<file path="config.mk">
export PLATFORM = sky130hd
export DESIGN_NAME = expression_tokenizer_core_flat
export DESIGN_NICKNAME = d
export VERILOG_FILES = /design/src/hdl/exptok_pkg.sv /design/src/hdl/exptok_stream_if.sv /design/src/hdl/expression_tokenizer_core.sv /design/src/flat_wrapper.sv
export SDC_FILE = /design/constraint.sdc
export NUM_CORES = 1
export LEC_CHECK = 0
export ABC_AREA = 1
export BUFFER_PORTS_ARGS = -buffer_cell sky130_fd_sc_hd__buf_2
export CAP_MARGIN = 20
export CELL_PAD_IN_SITES_DETAIL_PLACEMENT = 2
export CELL_PAD_IN_SITES_GLOBAL_PLACEMENT = 2
export CORE_ASPECT_RATIO = 0.6
export CORE_UTILIZATION = 39
export CTS_CLUSTER_SIZE = 25
export DETAILED_ROUTE_END_ITERATION = 8
export PLACE_DENSITY_LB_ADDON = 0.1
export SLEW_MARGIN = 25
export SYNTH_ARGS = -nofsm -noshare
export SYNTH_HDL_FRONTEND = slang
export SYNTH_SLANG_ARGS = --single-unit
</file>
<file path="constraint.sdc">
create_clock -name clk_i -period 12.04 [get_ports clk_i]
set_clock_uncertainty 0.2 [all_clocks]
set_input_delay 1.204 -clock clk_i [delete_from_list [all_inputs] [get_ports clk_i]]
set_output_delay 1.204 -clock clk_i [all_outputs]
set_load 0.01 [all_outputs]
</file>
<file path="src/hdl/exptok_pkg.sv">
// ----------------------------------------------------------------------------
// Expression tokenizer package
// Shared types, token kind codes and widths for the tokenizer core.
// ----------------------------------------------------------------------------
`default_nettype none

package exptok_pkg;

  localparam int unsigned KwMaxChars = 7;
  localparam int unsigned LineBits   = 20;
  localparam int unsigned ColBits    = 16;
  localparam int unsigned LenBits    = 16;
  localparam int unsigned KindBits   = 6;
  localparam int unsigned KwIdxBits  = $clog2(KwMaxChars + 1);

  // Token kinds, densely numbered: keywords, punctuation, then the rest.
  localparam logic [KindBits-1:0] KVar     = 6'd0;
  localparam logic [KindBits-1:0] KCtr     = 6'd1;
  localparam logic [KindBits-1:0] KCost    = 6'd2;
  localparam logic [KindBits-1:0] KPrec    = 6'd3;
  localparam logic [KindBits-1:0] KAnd     = 6'd4;
  localparam logic [KindBits-1:0] KOr      = 6'd5;
  localparam logic [KindBits-1:0] KNot     = 6'd6;
  localparam logic [KindBits-1:0] KImplies = 6'd7;
  localparam logic [KindBits-1:0] KExp     = 6'd8;
  localparam logic [KindBits-1:0] KLog     = 6'd9;
  localparam logic [KindBits-1:0] KAbs     = 6'd10;
  localparam logic [KindBits-1:0] KSin     = 6'd11;
  localparam logic [KindBits-1:0] KCos     = 6'd12;
  localparam logic [KindBits-1:0] KTan     = 6'd13;
  localparam logic [KindBits-1:0] KAsin    = 6'd14;
  localparam logic [KindBits-1:0] KAcos    = 6'd15;
  localparam logic [KindBits-1:0] KAtan    = 6'd16;
  localparam logic [KindBits-1:0] KAtan2   = 6'd17;
  localparam logic [KindBits-1:0] KSinh    = 6'd18;
  localparam logic [KindBits-1:0] KCosh    = 6'd19;
  localparam logic [KindBits-1:0] KTanh    = 6'd20;
  localparam logic [KindBits-1:0] KMin     = 6'd21;
  localparam logic [KindBits-1:0] KMax     = 6'd22;
  localparam logic [KindBits-1:0] KSqrt    = 6'd23;
  localparam logic [KindBits-1:0] KPow     = 6'd24;
  localparam logic [KindBits-1:0] KLbrack  = 6'd25;
  localparam logic [KindBits-1:0] KRbrack  = 6'd26;
  localparam logic [KindBits-1:0] KLparen  = 6'd27;
  localparam logic [KindBits-1:0] KRparen  = 6'd28;
  localparam logic [KindBits-1:0] KColon   = 6'd29;
  localparam logic [KindBits-1:0] KComma   = 6'd30;
  localparam logic [KindBits-1:0] KSemi    = 6'd31;
  localparam logic [KindBits-1:0] KPlus    = 6'd32;
  localparam logic [KindBits-1:0] KMinus   = 6'd33;
  localparam logic [KindBits-1:0] KStar    = 6'd34;
  localparam logic [KindBits-1:0] KSlash   = 6'd35;
  localparam logic [KindBits-1:0] KCaret   = 6'd36;
  localparam logic [KindBits-1:0] KEq      = 6'd37;
  localparam logic [KindBits-1:0] KLt      = 6'd38;
  localparam logic [KindBits-1:0] KLe      = 6'd39;
  localparam logic [KindBits-1:0] KGt      = 6'd40;
  localparam logic [KindBits-1:0] KGe      = 6'd41;
  localparam logic [KindBits-1:0] KNumber  = 6'd42;
  localparam logic [KindBits-1:0] KIdent   = 6'd43;
  localparam logic [KindBits-1:0] KEnd     = 6'd44;
  localparam logic [KindBits-1:0] KError   = 6'd45;

  typedef enum logic [11:0] {
    M_IDLE     = 12'b000000000001,
    M_COMMENT  = 12'b000000000010,
    M_IDENT    = 12'b000000000100,
    M_INT      = 12'b000000001000,
    M_FRAC     = 12'b000000010000,
    M_EXPSTART = 12'b000000100000,
    M_EXPDIG   = 12'b000001000000,
    M_EQ       = 12'b000010000000,
    M_LT       = 12'b000100000000,
    M_GT       = 12'b001000000000,
    M_STUCK    = 12'b010000000000,
    M_DONE     = 12'b100000000000
  } mode_e;

  typedef struct packed {
    logic [KindBits-1:0] kind;
    logic [LineBits-1:0] line;
    logic [ColBits-1:0]  col;
    logic [LenBits-1:0]  len;
  } token_t;

  typedef struct packed {
    logic [7:0] char_code;
    logic       char_present;
    logic       end_of_input;
  } in_item_t;

  typedef struct packed {
    logic [KindBits-1:0] token_kind;
    logic [LineBits-1:0] origin_line;
    logic [ColBits-1:0]  start_column;
    logic [LenBits-1:0]  token_length;
    logic                last_of_run;
  } out_item_t;

  typedef logic [KwMaxChars-1:0][7:0] kwbuf_t;

  // Pads a keyword spelling into buffer layout (character 0 in the low byte).
  function automatic kwbuf_t kw(input logic [8*KwMaxChars-1:0] s, input int unsigned n);
    kwbuf_t b;
    b = '0;
    for (int i = 0; i < KwMaxChars; i++) begin
      if (i < n) b[i] = s[8*(n-1-i) +: 8];
    end
    return b;
  endfunction

  // Keyword match; returns the identifier kind when nothing matches.
  function automatic logic [KindBits-1:0] kw_lookup(input kwbuf_t b,
                                                   input logic [LenBits-1:0] n,
                                                   input logic ovf);
    logic [KindBits-1:0] k;
    k = KIdent;
    if (!ovf && n <= LenBits'(KwMaxChars)) begin
      case (n)
        16'd2: if (b == kw("or", 2)) k = KOr;
        16'd3: begin
          if (b == kw("var", 3)) k = KVar;
          if (b == kw("ctr", 3)) k = KCtr;
          if (b == kw("and", 3)) k = KAnd;
          if (b == kw("not", 3)) k = KNot;
          if (b == kw("exp", 3)) k = KExp;
          if (b == kw("log", 3)) k = KLog;
          if (b == kw("abs", 3)) k = KAbs;
          if (b == kw("sin", 3)) k = KSin;
          if (b == kw("cos", 3)) k = KCos;
          if (b == kw("tan", 3)) k = KTan;
          if (b == kw("min", 3)) k = KMin;
          if (b == kw("max", 3)) k = KMax;
          if (b == kw("pow", 3)) k = KPow;
        end
        16'd4: begin
          if (b == kw("cost", 4)) k = KCost;
          if (b == kw("prec", 4)) k = KPrec;
          if (b == kw("asin", 4)) k = KAsin;
          if (b == kw("acos", 4)) k = KAcos;
          if (b == kw("atan", 4)) k = KAtan;
          if (b == kw("sinh", 4)) k = KSinh;
          if (b == kw("cosh", 4)) k = KCosh;
          if (b == kw("tanh", 4)) k = KTanh;
          if (b == kw("sqrt", 4)) k = KSqrt;
        end
        16'd5: if (b == kw("atan2", 5)) k = KAtan2;
        16'd6: begin
          if (b == kw("arcsin", 6)) k = KAsin;
          if (b == kw("arccos", 6)) k = KAcos;
          if (b == kw("arctan", 6)) k = KAtan;
        end
        16'd7: begin
          if (b == kw("implies", 7)) k = KImplies;
          if (b == kw("arctan2", 7)) k = KAtan2;
        end
        default: k = KIdent;
      endcase
    end
    return k;
  endfunction

  // Single-character punctuation; valid flag in the top bit.
  function automatic logic [KindBits:0] punct(input logic [7:0] c);
    logic [KindBits:0] r;
    case (c)
      8'h5B: r = {1'b1, KLbrack};
      8'h5D: r = {1'b1, KRbrack};
      8'h28: r = {1'b1, KLparen};
      8'h29: r = {1'b1, KRparen};
      8'h3A: r = {1'b1, KColon};
      8'h2C: r = {1'b1, KComma};
      8'h3B: r = {1'b1, KSemi};
      8'h2B: r = {1'b1, KPlus};
      8'h2D: r = {1'b1, KMinus};
      8'h2A: r = {1'b1, KStar};
      8'h2F: r = {1'b1, KSlash};
      8'h5E: r = {1'b1, KCaret};
      default: r = '0;
    endcase
    return r;
  endfunction

endpackage

`default_nettype wire

</file>
<file path="src/hdl/exptok_stream_if.sv">
// ----------------------------------------------------------------------------
// Tokenizer stream interface
// Valid/ready channel carrying one payload of a chosen type.
// ----------------------------------------------------------------------------
`default_nettype none

interface exptok_stream_if #(parameter type payload_t = logic);
  logic     valid;
  logic     ready;
  payload_t data;

  modport source (output valid, output data, input ready);
  modport sink (input valid, input data, output ready);
endinterface

`default_nettype wire

</file>
<file path="src/hdl/expression_tokenizer_core.sv">
// ----------------------------------------------------------------------------
// Expression tokenizer core
// Scans one character per request and emits up to three tokens per request.
// ----------------------------------------------------------------------------
// Tokens are registered; a request's first token is offered in the cycle after
// acceptance. Throughput: one request per cycle if it yields at most one token
// and the receiver is ready; otherwise the next request is taken in the cycle
// its last token leaves; one token leaves per cycle when the output is ready.
// Reset: asynchronous, clears scan state to line 1, column 1, idle.
`default_nettype none

module expression_tokenizer_core
  import exptok_pkg::*;
(
  input  wire logic clk_i,
  input  wire logic rst_ni,
  exptok_stream_if.sink   in_i,
  exptok_stream_if.source out_o
);

  localparam logic [LineBits-1:0] LineMax = '1;
  localparam logic [ColBits-1:0]  ColMax  = '1;
  localparam logic [LenBits-1:0]  LenMax  = '1;

  mode_e               mode_q, mode_d;
  logic [LineBits-1:0] line_q, line_d, tline_q, tline_d;
  logic [ColBits-1:0]  col_q, col_d, tcol_q, tcol_d;
  logic [LenBits-1:0]  plen_q, plen_d;
  kwbuf_t              kbuf_q, kbuf_d;
  logic                kovf_q, kovf_d;

  // Result buffer: up to three tokens from one request, drained in order.
  token_t    [2:0] buf_q;
  logic      [1:0] cnt_q, rd_q;
  token_t    [2:0] em;
  logic      [1:0] n;
  logic            accept;

  in_item_t   it;
  logic [7:0] c;
  assign it = in_i.data;
  assign c  = it.char_code;

  assign in_i.ready = (cnt_q == 2'd0) || (cnt_q == rd_q + 2'd1 && out_o.ready);
  assign accept = in_i.valid && in_i.ready;

  // Character classes.
  logic is_dig, is_alp, is_sp, is_e;
  logic [KindBits:0] pk;
  always_comb begin
    is_dig = c inside {[8'h30:8'h39]};
    is_alp = c inside {[8'h61:8'h7A], [8'h41:8'h5A]};
    is_sp  = c == 8'h20 || c inside {[8'd9:8'd13]};
    is_e   = c == 8'h65 || c == 8'h45;
    pk     = punct(c);
  end

  // Per-request scanning step.
  always_comb begin
    logic flushit, adv, grow_it;
    logic [KindBits-1:0] fk;
    mode_d  = mode_q;
    line_d  = line_q;
    col_d   = col_q;
    tline_d = tline_q;
    tcol_d  = tcol_q;
    plen_d  = plen_q;
    kbuf_d  = kbuf_q;
    kovf_d  = kovf_q;
    em      = '0;
    n       = 2'd0;
    flushit = 1'b0;
    adv     = 1'b0;
    grow_it = 1'b0;
    fk      = KIdent;

    if (mode_q == M_DONE) begin
      em[0] = '{KEnd, line_q, col_q, '0};
      n = 2'd1;
    end else if (mode_q != M_STUCK) begin
      if (it.char_present) begin
        case (mode_q)
          M_COMMENT: begin
            if (c == 8'h0A) mode_d = M_IDLE;
            adv = 1'b1;
          end
          M_IDENT: begin
            if (is_alp || is_dig || c == 8'h5F || c == 8'h2E) begin
              if (plen_q < LenBits'(KwMaxChars)) kbuf_d[plen_q[KwIdxBits-1:0]] = c;
              else kovf_d = 1'b1;
              grow_it = 1'b1;
            end else flushit = 1'b1;
          end
          M_INT: begin
            if (is_dig) grow_it = 1'b1;
            else if (c == 8'h2E) begin mode_d = M_FRAC; grow_it = 1'b1; end
            else if (is_e) begin mode_d = M_EXPSTART; grow_it = 1'b1; end
            else flushit = 1'b1;
          end
          M_FRAC: begin
            if (is_dig) grow_it = 1'b1;
            else if (is_e) begin mode_d = M_EXPSTART; grow_it = 1'b1; end
            else flushit = 1'b1;
          end
          M_EXPSTART: begin
            if (is_dig || c == 8'h2B || c == 8'h2D) begin
              mode_d = M_EXPDIG; grow_it = 1'b1;
            end else flushit = 1'b1;
          end
          M_EXPDIG: begin
            if (is_dig) grow_it = 1'b1;
            else flushit = 1'b1;
          end
          M_EQ, M_LT, M_GT: begin
            if ((mode_q == M_EQ && c == 8'h3E) || (mode_q != M_EQ && c == 8'h3D)) begin
              em[0] = '{(mode_q == M_EQ) ? KImplies : ((mode_q == M_LT) ? KLe : KGe),
                        tline_q, tcol_q, LenBits'(2)};
              n = 2'd1;
              mode_d = M_IDLE;
              adv = 1'b1;
            end else flushit = 1'b1;
          end
          default: flushit = 1'b1;
        endcase

        if (grow_it) begin
          if (plen_q != LenMax) plen_d = plen_q + 1'b1;
          adv = 1'b1;
        end

        if (flushit) begin
          // Close the pending token, then treat the character from idle.
          case (mode_q)
            M_IDENT: begin fk = kw_lookup(kbuf_q, plen_q, kovf_q); n = 2'd1; end
            M_INT, M_FRAC, M_EXPSTART, M_EXPDIG: begin fk = KNumber; n = 2'd1; end
            M_EQ: begin fk = KEq; n = 2'd1; end
            M_LT: begin fk = KLt; n = 2'd1; end
            M_GT: begin fk = KGt; n = 2'd1; end
            default: n = 2'd0;
          endcase
          em[0] = '{fk, tline_q, tcol_q, plen_q};
          mode_d = M_IDLE;
          adv = 1'b1;
          if (is_sp) begin
          end else if (c == 8'h23) begin
            mode_d = M_COMMENT;
          end else if (pk[KindBits]) begin
            em[n] = '{pk[KindBits-1:0], line_q, col_q, LenBits'(1)};
            n = n + 2'd1;
          end else if (c == 8'h3D || c == 8'h3C || c == 8'h3E) begin
            mode_d = (c == 8'h3D) ? M_EQ : ((c == 8'h3C) ? M_LT : M_GT);
            tline_d = line_q; tcol_d = col_q; plen_d = LenBits'(1);
          end else if (is_dig) begin
            mode_d = M_INT;
            tline_d = line_q; tcol_d = col_q; plen_d = LenBits'(1);
          end else if (is_alp) begin
            mode_d = M_IDENT;
            tline_d = line_q; tcol_d = col_q; plen_d = LenBits'(1);
            kbuf_d = '0; kbuf_d[0] = c; kovf_d = 1'b0;
          end else begin
            em[n] = '{KError, line_q, col_q, LenBits'(1)};
            n = n + 2'd1;
            mode_d = M_STUCK;
          end
        end

        if (adv) begin
          if (c == 8'h0A) begin
            if (line_q != LineMax) line_d = line_q + 1'b1;
            col_d = ColBits'(1);
          end else if (col_q != ColMax) col_d = col_q + 1'b1;
        end
      end

      if (it.end_of_input && mode_d != M_STUCK) begin
        case (mode_d)
          M_IDENT: begin
            em[n] = '{kw_lookup(kbuf_d, plen_d, kovf_d), tline_d, tcol_d, plen_d};
            n = n + 2'd1;
          end
          M_INT, M_FRAC, M_EXPSTART, M_EXPDIG: begin
            em[n] = '{KNumber, tline_d, tcol_d, plen_d}; n = n + 2'd1;
          end
          M_EQ: begin em[n] = '{KEq, tline_d, tcol_d, plen_d}; n = n + 2'd1; end
          M_LT: begin em[n] = '{KLt, tline_d, tcol_d, plen_d}; n = n + 2'd1; end
          M_GT: begin em[n] = '{KGt, tline_d, tcol_d, plen_d}; n = n + 2'd1; end
          default: n = n;
        endcase
        em[n] = '{KEnd, line_d, col_d, '0};
        n = n + 2'd1;
        mode_d = M_DONE;
      end
    end
  end

  // Scan state registers.
  always_ff @(posedge clk_i or negedge rst_ni) begin
    if (!rst_ni) begin
      mode_q  <= M_IDLE;
      line_q  <= LineBits'(1);
      col_q   <= ColBits'(1);
      tline_q <= LineBits'(1);
      tcol_q  <= ColBits'(1);
      plen_q  <= '0;
      kbuf_q  <= '0;
      kovf_q  <= 1'b0;
    end else if (accept) begin
      mode_q  <= mode_d;
      line_q  <= line_d;
      col_q   <= col_d;
      tline_q <= tline_d;
      tcol_q  <= tcol_d;
      plen_q  <= plen_d;
      kbuf_q  <= kbuf_d;
      kovf_q  <= kovf_d;
    end
  end

  // Result buffer control.
  always_ff @(posedge clk_i or negedge rst_ni) begin
    if (!rst_ni) begin
      cnt_q <= 2'd0;
      rd_q  <= 2'd0;
    end else if (accept) begin
      cnt_q <= n;
      rd_q  <= 2'd0;
    end else if (out_o.valid && out_o.ready) begin
      if (rd_q + 2'd1 == cnt_q) begin
        cnt_q <= 2'd0;
        rd_q  <= 2'd0;
      end else rd_q <= rd_q + 2'd1;
    end
  end

  always_ff @(posedge clk_i) begin
    if (accept) buf_q <= em;
  end

  // Output side.
  token_t    cur;
  out_item_t oi;
  always_comb begin
    cur = buf_q[0];
    case (rd_q)
      2'd0: cur = buf_q[0];
      2'd1: cur = buf_q[1];
      2'd2: cur = buf_q[2];
      default: cur = buf_q[0];
    endcase
    oi = '{cur.kind, cur.line, cur.col, cur.len, (rd_q + 2'd1 == cnt_q)};
  end

  assign out_o.valid = cnt_q != 2'd0;
  assign out_o.data  = oi;

endmodule

`default_nettype wire

</file>
<file path="src/flat_wrapper.sv">
// flat-port wrapper written by rule: the top's interface ports become plain ports
module expression_tokenizer_core_flat import exptok_pkg::*;
  (clk_i, rst_ni, in_i_valid, in_i_data, in_i_ready, out_o_valid, out_o_data, out_o_ready);
  exptok_stream_if #(.payload_t(in_item_t)) in_i_i ();
  exptok_stream_if #(.payload_t(out_item_t)) out_o_i ();
  input  wire logic clk_i;
  input  wire logic rst_ni;
  input wire logic [$bits(in_i_i.valid)-1:0] in_i_valid;
  input wire logic [$bits(in_i_i.data)-1:0] in_i_data;
  output wire logic [$bits(in_i_i.ready)-1:0] in_i_ready;
  output wire logic [$bits(out_o_i.valid)-1:0] out_o_valid;
  output wire logic [$bits(out_o_i.data)-1:0] out_o_data;
  input wire logic [$bits(out_o_i.ready)-1:0] out_o_ready;
  assign in_i_i.valid = in_i_valid;
  assign in_i_i.data = in_i_data;
  assign in_i_ready = in_i_i.ready;
  assign out_o_valid = out_o_i.valid;
  assign out_o_data = out_o_i.data;
  assign out_o_i.ready = out_o_ready;
  expression_tokenizer_core u_core (.clk_i(clk_i), .rst_ni(rst_ni), .in_i(in_i_i), .out_o(out_o_i));
endmodule
</file>
# Yosys cells after proc, flatten, opt, wreduce, memory -nomap -nowiden
# Index checks and enable logic that the tools add are counted.
[word_totals]
register_bits = 335
input_bits = 14
wordCells = 481
[classes]
n_addsub = 7
magnitude_cmp = 19
n_eq_ne = 120
mux = 262
bitwise_logic = 2
n_reduce_logical = 42
[op_table]
columns = ["op", "count"]
rows = [
  ["$mux W174", 14],
  ["$eq A56 B23 Y1 const B", 26],
  ["$bwmux W174", 8],
  ["$eq A56 B31 Y1 const B", 18],
  ["$pmux W174 S5", 1],
  ["$mux W56", 13],
  ["$mux W16", 28],
  ["$mux W6", 69],
  ["$demux W58 S2", 3],
  ["$mux W58", 6],
  ["$eq A56 B47 Y1 const B", 6],
  ["$mux W20", 16],
  ["$mux W12", 18],
  ["$eq A16 B3 Y1 const B", 8],
  ["$eq A8 B6 Y1 const B", 15],
  ["$pmux W58 S2", 1],
  ["$eq A56 B15 Y1 const B", 2],
  ["$eq A56 B38 Y1 const B", 2],
  ["$eq A56 B54 Y1 const B", 2],
  ["$eq A56 B55 Y1 const B", 2],
  ["$pmux W7 S12", 1],
  ["$pmux W6 S6", 2],
  ["$eq A16 B2 Y1 const B", 4],
  ["$pmux W12 S5", 1],
  ["59 further kinds", 186],
]

# Logic depth before layout (Yosys ltp)
# Gate-level depths: netlist (run 1).
[logic_depth]
word_depth = 47
mapped_depth = 40

# Worst setup path after synthesis (run 1)
# Ideal clock, no wire load.
[synth_timing]
path_kind = "register to register"
from = "register u_core.rd_q[0]"
to = "register u_core.rd_q[0]"
arrival_ps = 5431
required_time_ps = 11710
path_slack_ps = 6279
stages_incl_launch_ff = 13
n_path_buf = 1
cell_sequence = "dfrtp_1 -> inv_1 -> ha_1 -> clkbuf_1 -> xnor2_1 -> a21oi_1 -> nand2_1 -> nand2_1 -> nand2_1 -> inv_1 -> nor2_1 -> nand3_1 -> o21ai_0"
[synth_via]
elab_cells_between_ends = 10
classes_between = "add/sub: 1; eq/ne: 2; mux: 3; reduce/logical: 4"
[synth_lines]
columns = ["item", "line", "rtl"]
rows = [
  ["start, declared", "expression_tokenizer_core.sv:34", "logic [1:0] cnt_q, rd_q;"],
  ["start signal, assigned", "expression_tokenizer_core.sv:231", "end else rd_q <= rd_q + 2'd1;"],
  ["$add A2 B1 Y2", "-", ""],
  ["$eq A2 B2 Y1", "-", ""],
  ["net out_o_data[0]", "flat_wrapper.sv:12", "output wire logic [$bits(out_o_i.data)-1:0] out_o_data;"],
  ["$mux W2", "expression_tokenizer_core.sv:228", "if (rd_q + 2'd1 == cnt_q) begin"],
  ["$mux W2", "expression_tokenizer_core.sv:227", "end else if (out_o.valid && out_o.ready) begin"],
  ["$mux W2", "expression_tokenizer_core.sv:224", "end else if (accept) begin"],
]
# The timed path passes the listed nets, and every way through them passes these cells. The select of a mux whose other input is x is not followed.
# A chain may end at the register's enable or synchronous reset.

# Worst setup path in the final report (run 1)
[layout_timing]
from = "input port in_i_data[6]"
to = "register u_core.buf_q[64] (netlist bit) (data pin)"
[layout_via]
elab_chain_len = 29
elab_cells_between_ends = 162
classes_between = "add/sub: 1; order compare: 12; eq/ne: 31; mux: 96; reduce/logical: 22"
[layout_rtl]
columns = ["item", "line", "rtl"]
rows = [
  ["start, declared", "flat_wrapper.sv:9", "input wire logic [$bits(in_i_i.data)-1:0] in_i_data;"],
  ["parallel branches: the longest is 28 deep, another holds $ge A8 B7 Y1", "-", ""],
  ["$mux W174 *", "expression_tokenizer_core.sv:175", "if (it.end_of_input && mode_d != M_STUCK) begin"],
  ["end signal, assigned", "expression_tokenizer_core.sv:236", "if (accept) buf_q <= em;"],
  ["end, declared", "expression_tokenizer_core.sv:33", "token_t [2:0] buf_q;"],
]
# Mark *: on every way between the ends. The select of a mux whose other input is x is not followed.

==> impl_metrics.toml, run 1 <==
[status]
status = "finished, final reports clean"

[clock_network]
cts_tree = "yes"
numCtsBuffers = 39
ctsResizeCount = 0
clock-sinks = 335
clkTransAtPathRegs_ns = 0.07
h-tree-depth = 2
clockBufferDepth = 3
clk-insertion-delay-late_ns = 0.62
cts_root_buffer = "clkbuf_16"
post_cts_buffers = 0
hold_buffers = 0

[grt]
grt_max_degree = 79
grt_pass1_vias = 33300
track_usage_pct = 42.3
grt_overflow_total = 0
antenna_found_initial = 13
grt_pass1_wl_mm = 229

[setup_path]
crit_path_max_fanout = 52
worstPathArrival_ns = 8.05
endpoint_kind = "flip-flop"
ff2ff_setup_slack_ns = 4.55
cp_slowest_cell = "nand3_1"
crit_path_start_kind = "input pin"
rr_worst_depth = 26
worstPathRequired_ns = 12.27
cpPeakStageDelay_ns = 0.68
r2r_end = "u_core.buf_q[64]"
path_class = "in -> reg"
r2r_start = "u_core.mode_q[8]"

[synth]
synth_edf_count = 174
ys_warn_count = 0
syn_nets = 4367
synth.top_cell.area_share_pct = 18.7
synth.cell_area_mm2 = 0.0279
synth_area_leader_cell = "edfxtp_1"
ys_seq_area_share_pct = 33.2
avgSynthCellArea_um2 = 6.42
ys.flop_type = "edfxtp_1"
netlist-cell-type-count = 71
netlist_instances = 4338
ys_top_cells_by_area = "edfxtp_1 (19%), nand2_1 (16%), dfrtp_1 (14%)"
synth_seq_cells = 335
ys_async_sr_fraction_pct = 48.1

[detailed_routing]
vias = 33600
drc = 0
detail_route.first_pass.iterations = 6
drtAntennaViolNets = 0
routed_via_density = 6.41
drt_first_iter_violations = 4111
wirelength_mm = 156
wl_per_cell_um = 29.8

[floorplan]
pin_count = 75
core_mm2 = 0.0703
die_x_um = 347
initial_core_util_pct = 39.7
die-area_mm2 = 0.0726
die_h_um = 209
rows = 75

[placed_design]
place_ws_ns = 3.93
dpl_cell_area_mm2 = 0.0288
placed_cells = 5160
dp_hpwl_mm = 115
place_congestion = 1.02
io_buffers = 74

[power]
leakagePower_uw = 0.0124
p_per_area_mw_per_mm2 = 379
peakVddDrop_v = 0.000229

[timing]
tightest_slew_ns = 1.12
setup_ws_ns = 4.22
fin_crit_ns = 7.82
finalCritPeriodShare_pct = 65.0
slew-limit-headroom_pct = 24.6
rsz0062_at_grt = "no"
max_freq_ghz = 0.128
setup_violations = 0
maxSlewViolCount = 0
fin_setup_tns_ns = 0
hold_viol_final = 0

[finish]
utilization_pct = 42.8
nets = 4306
area_delta_synth_final_pct = 7.83
layout-drive-gt1-share_pct = 8.31
final_cell_area_mm2 = 0.0301
fin_cells = 5234

[hold_path]
min-delay-start = "u_core.tline_q[19]"
whs_path_depth = 2
hp-class = "reg -> reg"
worstHoldEndpoint = "u_core.tline_q[19]"

[job]
cap_violations = 0
-- synthesized netlist by cell type, types with 42 or more instances --
cell	n
o21ai_1	43
o21ai_0	351
nor3_1	117
nor4_1	42
clkbuf_1	136
dfrtp_1	156
nand3_1	358
nand2_1	1163
inv_1	425
o211ai_1	71
edfxtp_1	174
a21oi_1	251
nand4_1	81
nor2_1	527
-- metrics by stage --
| stage | hold WS (ns) | total power, µW |
|---|---|---|
| floorplan | 0.269 | 6530 |
| global placement | 0.290 | 9320 |
| detailed placement | 0.308 | 9630 |
| CTS | 0.322 | 11000 |
| global route | 0.356 | 11800 |
| finish | 0.330 | 11400 |
-- sequential cells by signal (all words and copies together) (netlist names) --
| name | count |
|---|---|
| u_core.cnt_q | 2 |
| u_core.rd_q | 2 |
| u_core.plen_q | 16 |
| u_core.tcol_q | 16 |
| u_core.kbuf_q | 56 |
| u_core.buf_q | 174 |
| u_core.line_q | 20 |
| u_core.col_q | 16 |
| u_core.mode_q | 12 |
| u_core.kovf_q | 1 |
| u_core.tline_q | 20 |
-- placed cells by master (no fill, tap or decap), drive strengths merged, types with 2 or more instances in the layout --
| cell | synthesis | routed |
|---|---|---|
| nand2 | 1203 | 1203 |
| nor2 | 575 | 575 |
| inv | 458 | 462 |
| o21ai | 395 | 395 |
| nand3 | 379 | 379 |
| a21oi | 253 | 253 |
| edfxtp | 174 | 174 |
| dfrtp | 156 | 156 |
| nor3 | 122 | 122 |
| buf | 81 | 114 |
| nand4 | 83 | 83 |
| o211ai | 73 | 73 |
| clkbuf | 136 | 55 |
| nor4 | 42 | 42 |
| o22ai | 40 | 40 |
| o21a | 29 | 29 |
| xor2 | 26 | 26 |
| clkinv | 9 | 20 |
| ha | 15 | 15 |
| nand3b | 11 | 11 |
| a31oi | 10 | 10 |
| o21bai | 10 | 10 |
| or2 | 9 | 9 |
| a211oi | 8 | 8 |
| o31ai | 7 | 7 |
| dfstp | 5 | 5 |
| a22oi | 3 | 3 |
| nor3b | 3 | 3 |
| o2111ai | 3 | 3 |
| o221ai | 3 | 3 |
| and2 | 3 | 3 |
| diode | 0 | 2 |
| xnor2 | 2 | 2 |
| a41oi | 2 | 2 |
| clkinvlp | 0 | 2 |
-- routing by layer --
layer / routed length [µm] / GRT usage, % / up-vias / part of all wire (%)
met3: 25200 / 19.2 / 206 / 16
met5: 156 / 0 / - / 0.10
li1: - / - / 14300 / -
met2: 56000 / 52.5 / 2029 / 36
met4: 2370 / 7.32 / 14 / 1.5
met1: 72300 / 65.0 / 17000 / 46
-- layout make-up --
class	count	area, µm²
fill	8663	40200
antenna	2	5.00
clock buffer	54	1110
timing repair buffer	115	689
inverter	467	1770
sequential	335	9260
clock inverter	18	165
multi-input combinational	3319	15900
tap	924	1160
-- critical path, delay by kind of cell --
kind	cells	cell delay [ns]
AOI/OAI and AO/OA	1	0.26
adders and majority gates	1	0.22
buffers and inverters	9	2.21
and+or+nand+nor	18	4.09
-- worst max path at each step --
stage	startpoint	endpoint	depth (start not counted)
after floorplan	u_core.rd_q[0]	u_core.rd_q[0]	12
after global placement	in_i_data[6]	u_core.buf_q[72]	29
after detailed placement	in_i_data[6]	u_core.buf_q[60]	29
after CTS	in_i_data[6]	u_core.buf_q[60]	29
after global routing	in_i_data[6]	u_core.buf_q[64]	32
final	in_i_data[6]	u_core.buf_q[64]	29
-- report_power, final --
| part | internal, µW | switching, µW | leakage [µW] | total, µW |
|---|---|---|---|---|
| Sequential | 1790 | 382 | 0.00382 | 2170 |
| Combinational | 1720 | 6230 | 0.00796 | 7940 |
| Clock | 678 | 593 | 0.000619 | 1270 |
-- logic make-up (layout without fill, tap and decap cells) --
family,Yosys count,count (layout),synth area share (%)
XOR/XNOR,28,28,0.907
flip-flops,335,335,33.2
other,0,2,0
AO/OA/AOI/OAI,844,844,16.9
AND/OR/NAND/NOR,2432,2432,38.3
buffers and inverters,684,654,10.0
adder cells (fa/ha/maj),15,15,0.673
Power figures use the tool's default switching activity.
==> inputs of run 2 (changes only) <==
--- a/config.mk
+++ b/config.mk
@@ -11,7 +11,7 @@
 export CELL_PAD_IN_SITES_DETAIL_PLACEMENT = 2
 export CELL_PAD_IN_SITES_GLOBAL_PLACEMENT = 2
 export CORE_ASPECT_RATIO = 0.6
-export CORE_UTILIZATION = 39
+export CORE_UTILIZATION = 36
 export CTS_CLUSTER_SIZE = 25
 export DETAILED_ROUTE_END_ITERATION = 8
 export PLACE_DENSITY_LB_ADDON = 0.1
==> constraint.sdc (replaced) <==
create_clock -name clk_i -period 7.4 [get_ports clk_i]
set_clock_uncertainty 0.2 [all_clocks]
set_input_delay 0.74 -clock clk_i [delete_from_list [all_inputs] [get_ports clk_i]]
set_output_delay 0.74 -clock clk_i [all_outputs]
set_load 0.01 [all_outputs]
==> impl_metrics.toml, run 2 (synthesis gave the netlist of run 1 again) <==
[setup_path]
cp_slowest_cell = "clkinv_1"
r2r_start = "u_core.mode_q[2]"
cpPeakStageDelay_ns = 0.67
path_class = "reg -> reg"
worstPathArrival_ns = 6.95
startpoint = "u_core.mode_q[2]"
cpMostUsedCell = "nor2_1"
endpoint_kind = "flip-flop"
crit_path_max_fanout = 17
worstPathRequired_ns = 7.63
crit_path_start_kind = "flip-flop"

[job]
cap_violations = 0

[clock_network]
h-tree-depth = 2
clkTransAtPathRegs_ns = 0.06
clk-insertion-delay-late_ns = 0.60
clockBufferDepth = 3
post_cts_buffers = 0
hold_buffers = 0
clock-sinks = 335
numCtsBuffers = 39
cts_root_buffer = "clkbuf_16"
cts_tree = "yes"
ctsResizeCount = 0

[timing]
rsz0062_at_grt = "no"
hold_viol_final = 3
maxSlewViolCount = 0
fin_crit_ns = 6.72
finalCritPeriodShare_pct = 90.8
tightest_slew_ns = 1.05
hold_ws_ns = -0.0103
fin_setup_tns_ns = 0
setup_violations = 0
setup_ws_ns = 0.679
max_freq_ghz = 0.149
slew-limit-headroom_pct = 29.3

[floorplan]
core_mm2 = 0.0761
die_x_um = 361
die-area_mm2 = 0.0786
die_h_um = 218
pin_count = 75
rows = 78
initial_core_util_pct = 36.6

[grt]
grt_pass1_wl_mm = 232
grt_max_degree = 163
grt_pass1_vias = 33100
grt_overflow_total = 0
track_usage_pct = 39.7
antenna_found_initial = 8

[finish]
nets = 4341
area_delta_synth_final_pct = 9.11
final_cell_area_mm2 = 0.0304
layout-drive-gt1-share_pct = 9.05
fillers = 9478
mostFrequentLayoutCells = "nand2_1 (1,162), nor2_1 (524), inv_1 (424)"
final_common_cell = "nand2_1"
largest_reg_flops = 174
largest_register = "u_core.buf_q"
regArea_mm2 = 0.00926
top_regs = "u_core.buf_q x174, u_core.kbuf_q x56"
multi_input_area_mm2 = 0.0159

[placed_design]
place_congestion = 1.03
dp_hpwl_mm = 118
io_buffers = 74
dpl_cell_area_mm2 = 0.0292
place_ws_ns = 0.638

[detailed_routing]
vias = 33400
detail_route.first_pass.iterations = 5
routed_via_density = 6.25
drtAntennaViolNets = 0
drc = 0
wl_met2_mm = 54.9
met3_length_mm = 24.8
route.top_layer_used = "met5"
wl_per_cell_um = 29.6
wirelength_mm = 158
drt_first_iter_violations = 4020
met1_length_mm = 76.5

[hold_path]
hp-class = "in -> async"

[status]
violations = "negative hold slack"
status = "complete, but fails checks"
[run 2: changes by cell type in the layout (fill, tap and decap cells not counted), sizes merged]
cell,delta
buf,+35
clkinv,-1
bufinv,-1
diode,-1
clkbuf,+2
inv,-2
[run 2: cell type report]
type	count	area share, %
diodes	1	0.00823
clock buffers	56	3.69
clock inverters	14	0.325
inverters	467	5.81
multi-input cells	3319	52.3
flip-flops and latches	335	30.5
well taps	1000	4.11
repair buffers	150	3.34
[run 2: path summary, 6_finish.rpt]
kind	to	slack (ns)	depth (start not counted)
max	u_core.buf_q[92]	0.68	29
min	u_core.kbuf_q[36]	-0.01	1
max reg2reg	u_core.buf_q[92]	0.68	29
min reg2reg	u_core.tcol_q[7]	0.33	2
max in group asynchronous	u_core.kbuf_q[14]	5.65	2
min in group clk_i	u_core.cnt_q[0]	0.30	4
[run 2: worst max-delay path: cells and delay by family, from the launching register on]
| family | cells | cell delay (ns) |
|---|---|---|
| buffers and inverters | 5 | 1.56 |
| AO/OA/AOI/OAI | 5 | 0.66 |
| AND/OR/NAND/NOR | 18 | 3.50 |
| flip-flops | 1 | 0.42 |
| adder cells (fa/ha/maj) | 1 | 0.18 |
[run 2: routing by layer]
layer	GRT usage, %	vias up
met2	47.9	1828
met4	5.96	6
met3	18.2	147
met5	0	-
met1	62.2	17000
li1	-	14400
[run 2: stage by stage]
| stage | std cells | util, % |
|---|---|---|
| after floorplan | 4338 | - |
| after global placement | 5271 | 38.3 |
| final | 5342 | 39.9 |
| after detailed placement | 5271 | 38.3 |
| after global routing | 5341 | 39.9 |
| after CTS | 5341 | 39.9 |
Power of run 2 is not shown: default switching activity piles up to over one toggle a cycle in this logic, so the estimate is an artifact.
